## config.mk

```make
export PLATFORM = sky130hd
export DESIGN_NAME = serial_boot_block_loader
export DESIGN_NICKNAME = d
export VERILOG_FILES = /design/src/sv/sbbl_pkg.sv /design/src/sv/sbbl_parser.sv /design/src/sv/sbbl_out_buf.sv /design/src/sv/serial_boot_block_loader.sv
export SDC_FILE = /design/constraint.sdc
export NUM_CORES = 1
export LEC_CHECK = 0
export CAP_MARGIN = 20
export CORE_MARGIN = 2
export CORE_UTILIZATION = 60
export CTS_BUF_LIST = sky130_fd_sc_hd__clkbuf_8
export CTS_CLUSTER_SIZE = 8
export DETAILED_ROUTE_END_ITERATION = 16
export DONT_BUFFER_PORTS = 1
export PLACE_DENSITY = 0.76
export SETUP_SLACK_MARGIN = 0.4
export SLEW_MARGIN = 30
export SYNTH_ARGS = -nofsm -noshare
export SYNTH_HDL_FRONTEND = slang
export SYNTH_SLANG_ARGS = --single-unit
```

## constraint.sdc

```tcl
create_clock -name clk_i -period 19.2 [get_ports clk_i]
set_input_delay 0.96 -clock clk_i [delete_from_list [all_inputs] [get_ports clk_i]]
set_output_delay 0.96 -clock clk_i [all_outputs]
set_load 0.01 [all_outputs]
```

## src/sv/sbbl_pkg.sv

```systemverilog
package sbbl_pkg;

  // default and field widths
  localparam int unsigned DefaultAddrWidth = 32;
  localparam int unsigned ByteWidth        = 8;
  localparam int unsigned WordWidth        = 16;
  localparam int unsigned OutAddrWidth     = 32;

  // stream parser state, one-hot
  typedef enum logic [7:0] {
    ST_CNT_LO = 8'b0000_0001,
    ST_CNT_HI = 8'b0000_0010,
    ST_ADR_B2 = 8'b0000_0100,
    ST_ADR_B3 = 8'b0000_1000,
    ST_ADR_B4 = 8'b0001_0000,
    ST_ADR_B5 = 8'b0010_0000,
    ST_DATA   = 8'b0100_0000,
    ST_DONE   = 8'b1000_0000
  } parse_state_e;

  // one result item
  typedef struct packed {
    logic                    write_valid;
    logic [OutAddrWidth-1:0] write_address;
    logic [WordWidth-1:0]    write_data;
    logic                    block_ack;
    logic                    finished;
    logic [OutAddrWidth-1:0] entry_address;
  } result_t;

endpackage

```

## src/sv/sbbl_parser.sv

```systemverilog
module sbbl_parser #(
  parameter int unsigned ADDR_WIDTH = sbbl_pkg::DefaultAddrWidth
) (
  input  logic                               clk_i,
  input  logic                               rst_ni,
  input  logic                               take_i,
  input  logic [sbbl_pkg::ByteWidth-1:0]     rx_byte_i,
  output logic                               res_valid_o,
  output sbbl_pkg::result_t                  res_o
);

  sbbl_pkg::parse_state_e state_q, state_d;
  logic [sbbl_pkg::ByteWidth-1:0] cnt_lo_q, cnt_lo_d;
  logic [sbbl_pkg::WordWidth-1:0] words_left_q, words_left_d;
  logic [sbbl_pkg::WordWidth-1:0] words_dec;
  logic [sbbl_pkg::WordWidth-1:0] adr_hi_q, adr_hi_d;
  logic [sbbl_pkg::ByteWidth-1:0] adr_lo_q, adr_lo_d;
  logic [ADDR_WIDTH-1:0]          addr_q, addr_d;
  logic [ADDR_WIDTH-1:0]          start_q, start_d;
  logic [ADDR_WIDTH-1:0]          hdr_addr;
  logic [sbbl_pkg::ByteWidth-1:0] held_q, held_d;
  logic                           have_low_q, have_low_d;
  logic                           seen_q, seen_d;
  logic [31:0]                    addr_full;

  // full header address, bytes B3:B2:B5:B4 from high to low
  assign addr_full = {adr_hi_q, rx_byte_i, adr_lo_q};
  assign hdr_addr  = addr_full[ADDR_WIDTH-1:0];
  assign words_dec = words_left_q - 1'b1;

  // byte decode and result build
  always_comb begin
    state_d      = state_q;
    cnt_lo_d     = cnt_lo_q;
    words_left_d = words_left_q;
    adr_hi_d     = adr_hi_q;
    adr_lo_d     = adr_lo_q;
    addr_d       = addr_q;
    start_d      = start_q;
    held_d       = held_q;
    have_low_d   = have_low_q;
    seen_d       = seen_q;
    res_valid_o  = 1'b0;
    res_o        = '0;
    if (take_i) begin
      case (state_q)
        sbbl_pkg::ST_CNT_LO: begin
          cnt_lo_d = rx_byte_i;
          state_d  = sbbl_pkg::ST_CNT_HI;
        end
        sbbl_pkg::ST_CNT_HI: begin
          words_left_d = {rx_byte_i, cnt_lo_q};
          state_d      = sbbl_pkg::ST_ADR_B2;
        end
        sbbl_pkg::ST_ADR_B2: begin
          adr_hi_d[7:0] = rx_byte_i;
          state_d       = sbbl_pkg::ST_ADR_B3;
        end
        sbbl_pkg::ST_ADR_B3: begin
          adr_hi_d[15:8] = rx_byte_i;
          state_d        = sbbl_pkg::ST_ADR_B4;
        end
        sbbl_pkg::ST_ADR_B4: begin
          adr_lo_d = rx_byte_i;
          state_d  = sbbl_pkg::ST_ADR_B5;
        end
        sbbl_pkg::ST_ADR_B5: begin
          addr_d = hdr_addr;
          // first block address becomes the entry point
          if (!seen_q) begin
            seen_d  = 1'b1;
            start_d = hdr_addr;
          end
          if (words_left_q == '0) begin
            // terminating block
            state_d             = sbbl_pkg::ST_DONE;
            res_valid_o         = 1'b1;
            res_o.block_ack     = 1'b1;
            res_o.finished      = 1'b1;
            res_o.entry_address = seen_q ? sbbl_pkg::OutAddrWidth'(start_q)
                                         : sbbl_pkg::OutAddrWidth'(hdr_addr);
          end else begin
            have_low_d = 1'b0;
            state_d    = sbbl_pkg::ST_DATA;
          end
        end
        sbbl_pkg::ST_DATA: begin
          if (!have_low_q) begin
            held_d     = rx_byte_i;
            have_low_d = 1'b1;
          end else begin
            have_low_d          = 1'b0;
            addr_d              = addr_q + 1'b1;
            words_left_d        = words_dec;
            res_valid_o         = 1'b1;
            res_o.write_valid   = 1'b1;
            res_o.write_address = sbbl_pkg::OutAddrWidth'(addr_q);
            res_o.write_data    = {rx_byte_i, held_q};
            if (words_dec == '0) begin
              res_o.block_ack = 1'b1;
              state_d         = sbbl_pkg::ST_CNT_LO;
            end
          end
        end
        sbbl_pkg::ST_DONE: begin
          state_d = sbbl_pkg::ST_DONE;
        end
        default: begin
          state_d = sbbl_pkg::ST_CNT_LO;
        end
      endcase
    end
  end

  // stream state
  always_ff @(posedge clk_i or negedge rst_ni) begin
    if (!rst_ni) begin
      state_q      <= sbbl_pkg::ST_CNT_LO;
      cnt_lo_q     <= '0;
      words_left_q <= '0;
      adr_hi_q     <= '0;
      adr_lo_q     <= '0;
      addr_q       <= '0;
      start_q      <= '0;
      held_q       <= '0;
      have_low_q   <= 1'b0;
      seen_q       <= 1'b0;
    end else begin
      state_q      <= state_d;
      cnt_lo_q     <= cnt_lo_d;
      words_left_q <= words_left_d;
      adr_hi_q     <= adr_hi_d;
      adr_lo_q     <= adr_lo_d;
      addr_q       <= addr_d;
      start_q      <= start_d;
      held_q       <= held_d;
      have_low_q   <= have_low_d;
      seen_q       <= seen_d;
    end
  end

endmodule

```

## src/sv/sbbl_out_buf.sv

```systemverilog
module sbbl_out_buf (
  input  logic              clk_i,
  input  logic              rst_ni,
  input  logic              push_i,
  input  sbbl_pkg::result_t push_data_i,
  output logic              space_o,
  output logic              out_valid_o,
  input  logic              out_ready_i,
  output sbbl_pkg::result_t out_data_o
);

  sbbl_pkg::result_t out_q, out_d, skid_q, skid_d;
  logic              out_vld_q, out_vld_d, skid_vld_q, skid_vld_d;
  logic              pop;

  assign pop         = out_vld_q & out_ready_i;
  assign space_o     = ~skid_vld_q;
  assign out_valid_o = out_vld_q;
  assign out_data_o  = out_q;

  // output register with one skid entry behind it
  always_comb begin
    out_d      = out_q;
    out_vld_d  = out_vld_q;
    skid_d     = skid_q;
    skid_vld_d = skid_vld_q;
    if (!out_vld_q || pop) begin
      if (skid_vld_q) begin
        out_d      = skid_q;
        out_vld_d  = 1'b1;
        skid_d     = push_data_i;
        skid_vld_d = push_i;
      end else begin
        out_d     = push_data_i;
        out_vld_d = push_i;
      end
    end else if (push_i) begin
      skid_d     = push_data_i;
      skid_vld_d = 1'b1;
    end
  end

  // control
  always_ff @(posedge clk_i or negedge rst_ni) begin
    if (!rst_ni) begin
      out_vld_q  <= 1'b0;
      skid_vld_q <= 1'b0;
    end else begin
      out_vld_q  <= out_vld_d;
      skid_vld_q <= skid_vld_d;
    end
  end

  // payload
  always_ff @(posedge clk_i) begin
    out_q  <= out_d;
    skid_q <= skid_d;
  end

endmodule

```

## src/sv/serial_boot_block_loader.sv

```systemverilog
// channel  | handshake                  | payload
// ---------+----------------------------+--------------------------------------
// in       | in_valid_i / in_ready_o    | rx_byte_i
// out      | out_valid_o / out_ready_i  | write_valid_o, write_address_o,
//          |                            | write_data_o, block_ack_o,
//          |                            | finished_o, entry_address_o
//
// one byte per cycle while in_ready_o is high: a byte is decoded in the cycle it is
// taken and its result, if any, is registered in the output register or skid entry.
// reset puts the parser at the first header byte with no entry point seen.
// an output register plus one skid entry let input keep flowing for one
// result while the output stalls; in_ready_o drops only when both are full.
// bytes after the terminating block are taken and dropped.
module serial_boot_block_loader #(
  parameter int unsigned ADDR_WIDTH = sbbl_pkg::DefaultAddrWidth
) (
  input  logic                                clk_i,
  input  logic                                rst_ni,
  input  logic                                in_valid_i,
  output logic                                in_ready_o,
  input  logic [sbbl_pkg::ByteWidth-1:0]      rx_byte_i,
  output logic                                out_valid_o,
  input  logic                                out_ready_i,
  output logic                                write_valid_o,
  output logic [sbbl_pkg::OutAddrWidth-1:0]   write_address_o,
  output logic [sbbl_pkg::WordWidth-1:0]      write_data_o,
  output logic                                block_ack_o,
  output logic                                finished_o,
  output logic [sbbl_pkg::OutAddrWidth-1:0]   entry_address_o
);

  logic              take;
  logic              space;
  logic              res_valid;
  sbbl_pkg::result_t res;
  sbbl_pkg::result_t out_data;

  assign in_ready_o = space;
  assign take       = in_valid_i & space;

  // byte decode
  sbbl_parser #(
    .ADDR_WIDTH (ADDR_WIDTH)
  ) u_parser (
    .clk_i       (clk_i),
    .rst_ni      (rst_ni),
    .take_i      (take),
    .rx_byte_i   (rx_byte_i),
    .res_valid_o (res_valid),
    .res_o       (res)
  );

  // result buffering
  sbbl_out_buf u_out_buf (
    .clk_i       (clk_i),
    .rst_ni      (rst_ni),
    .push_i      (res_valid),
    .push_data_i (res),
    .space_o     (space),
    .out_valid_o (out_valid_o),
    .out_ready_i (out_ready_i),
    .out_data_o  (out_data)
  );

  assign write_valid_o   = out_data.write_valid;
  assign write_address_o = out_data.write_address;
  assign write_data_o    = out_data.write_data;
  assign block_ack_o     = out_data.block_ack;
  assign finished_o      = out_data.finished;
  assign entry_address_o = out_data.entry_address;

endmodule
```

==> metrics.cfg <==
[worst_hold_path]
hp-class = in2async

[synth]
synth_top_cells_by_count = 166 x edfxtp_1, 131 x dfrtp_1, 88 x nand2_1, 76 x nor2_1, 72 x mux2_2
netlist.area_leader.share_pct = 38.1
ys_types = 65
synth.most_common_cell = edfxtp_1
yosysSeqAreaShare_pct = 63.4
synth-edff-count = 166
syn_inst = 1053
synth_top_area_cell = edfxtp_1
ys_top_cells_by_area = edfxtp_1 38%, dfrtp_1 25%, mux2_2 6.2%
synth_area_per_cell_um2 = 12.4
yosys_warnings = 0
syn-cell-area_um2 = 13100
async_reset_ff_share_pct = 44.3
ys_ff_latch = 298
syn_nets = 1068
synth_ff_type = edfxtp_1

[drt]
wl_per_cell_um = 19.6
via_count = 8205
drt_first_pass_iters = 5
drc = 0
drt-initial-drc-count = 663
antenna_left = 0
routed_via_density = 6.01
wirelength_um = 26700

[critical_path]
cp_max_fo = 86
crit_required_ns = 19.38
cp-start-kind = register
slowest_stage = buf_6
crit_chain = buf_4, nor2b_1, nand4_1, nor2_2, buf_4, inv_1, a31oi_4, buf_6
path_class = reg2reg
worst_path_most_repeated_cell = buf_4
worst-path-buf-inv = 4
cp_slowest_stage_delay_ns = 0.61
cp_top_family = buffers and inverters
endpoint_kind = register
critPathArrivalTime_ns = 3.59

[global_route]
antenna_found_initial = 0
grt_start_max_net_pins = 133
grt_pass1_wl_um = 42200
grt_overflow = 0
grtUsageTotal_pct = 23.7
grt_pass1_vias = 7826

[power]
ir_drop_mv = 0.0669
powerDensity_nw_per_um2 = 107
leakage_nw = 6.07

[sta]
timing.final.crit_period_ns = 3.41
clock_skew_ns = 0.0280
tightestPinTransition_ns = 0.977
max_slew_margin_pct = 34.5
max_freq_mhz = 293
tns_ns = 0
hold_viol_final = 0
setup_viol = 0
post-route-period-util_pct = 17.8
rsz0062_at_grt = false
finalMaxSlewViolations = 0

[outcome]
status = finished clean

[die]
ios = 97
dieArea_um2 = 23000
core_area_um2 = 21600
fp.dieH_um = 152
die_w_um = 152
std_cell_rows = 54
initial_core_util_pct = 60.5

[placed_design]
place_inst = 1276
portBuffers = 0
gp_congestion = 0.914
post-dp-hpwl_um = 16700

[layout]
nets = 1061
syn2layout_area_growth_pct = 7.83
diodes = 0
finalNonFillerCells = 1365
layout-drive-gt1-share_pct = 15.3
utilization_pct = 65.2

[clocking]
post_cts_buffers = 0
cts_tree = done
clk_pin_slew_ns = 0.06
cts-root-buf = clkbuf_8
cts_hold_buffers = 0
clk_latency_ns = 0.57
cts_buffers = 48
clk_path_buf_depth = 3
cts.sinks = 298
cts_resized = 0
cts.htree.levels = 2

[flow_run]
cap_violations = 0

==> kinds of logic (layout without fill, tap and decap cells) <==
logic type	count (synthesis)	count (layout)	share of synthesized area, %
and+or+nand+nor	308	308	12.3
DFF	298	298	63.4
AOI/OAI and AO/OA	250	250	12.1
muxes	109	109	9.07
buffers and inverters	79	111	2.51
xor gates and xnor gates	6	6	0.402
adders and majority gates	3	3	0.287
==> layout make-up <==
cell class                 instances  area, um2
timing repair buffer               9       71.3
fill                            1621       7520
clock inverter                    40        173
clock buffer                      49        674
tap                              280        350
multi-input combinational        676       4480
sequential                       298       8290
inverter                          13       50.0
==> metrics by stage <==
step / worst slack (ns) / hold WS [ns] / power, mW / cell area [um2]
after floorplan: 12.12 / 0.472 / 0.978 / 13100
after global placement: 15.59 / 0.481 / 1.02 / 13200
after detailed placement: 15.73 / 0.488 / 1.03 / 13200
after CTS: 15.77 / 0.0717 / 1.51 / 14100
after global routing: 15.44 / 0.0663 / 1.58 / 14100
final: 15.79 / 0.0979 / 1.50 / 14100
==> cells in the final DEF, fill, tap and decap left out, types with 11 or more instances in the layout <==
cell type,netlist,routed
a21o_1,51,51
inv_1,13,40
o22ai_1,11,11
a21oi_1,60,59
nand2_1,88,87
mux2i_1,36,36
nand3_1,21,21
o21ai_1,37,37
o21ai_0,36,36
edfxtp_1,166,166
nor2_1,76,74
clkbuf_8,0,49
dfrtp_1,131,129
mux2_2,72,72
and2_1,49,49
==> flip-flops by register name (all words and copies together), names as in the netlist, 8 cells and up <==
signal,flops
u_parser.addr_q,32
u_parser.adr_lo_q,8
u_parser.held_q,8
u_parser.state_q,8
u_parser.adr_hi_q,16
u_parser.cnt_lo_q,8
u_parser.words_left_q,16
u_out_buf.out_data_o,83
u_parser.start_q,32
u_out_buf.skid_q,83
==> routing by layer <==
layer,vias up,GRT usage (%),wire (um)
met3,41,5.09,1780
met1,4050,32.4,11300
li1,3855,-,-
met2,259,38.6,13000
met4,0,6.99,564
met5,-,0,0
==> final timing paths <==
check / slack [ns] / endpoint / depth (start not counted) / from
setup / recovery: 15.79 / u_out_buf.skid_q[21] / 8 / u_out_buf.skid_vld_q
hold / removal: 0.1 / u_parser.held_q[1] / 0 / rst_ni
setup reg to reg: 15.79 / u_out_buf.skid_q[21] / 8 / u_out_buf.skid_vld_q
hold reg to reg: 0.50 / u_parser.held_q[4] / 1 / u_parser.held_q[4]
max in group asynchronous: 18.89 / u_parser.seen_q / 0 / rst_ni
min in group clk_i: 0.50 / u_parser.held_q[4] / 1 / u_parser.held_q[4]
==> where the power goes <==
part | switching (mW) | internal [mW]
clock network | 0.239 | 0.239
logic | 0.0926 | 0.100
registers | 0.0945 | 0.737
Power figures use the tool's default switching activity.
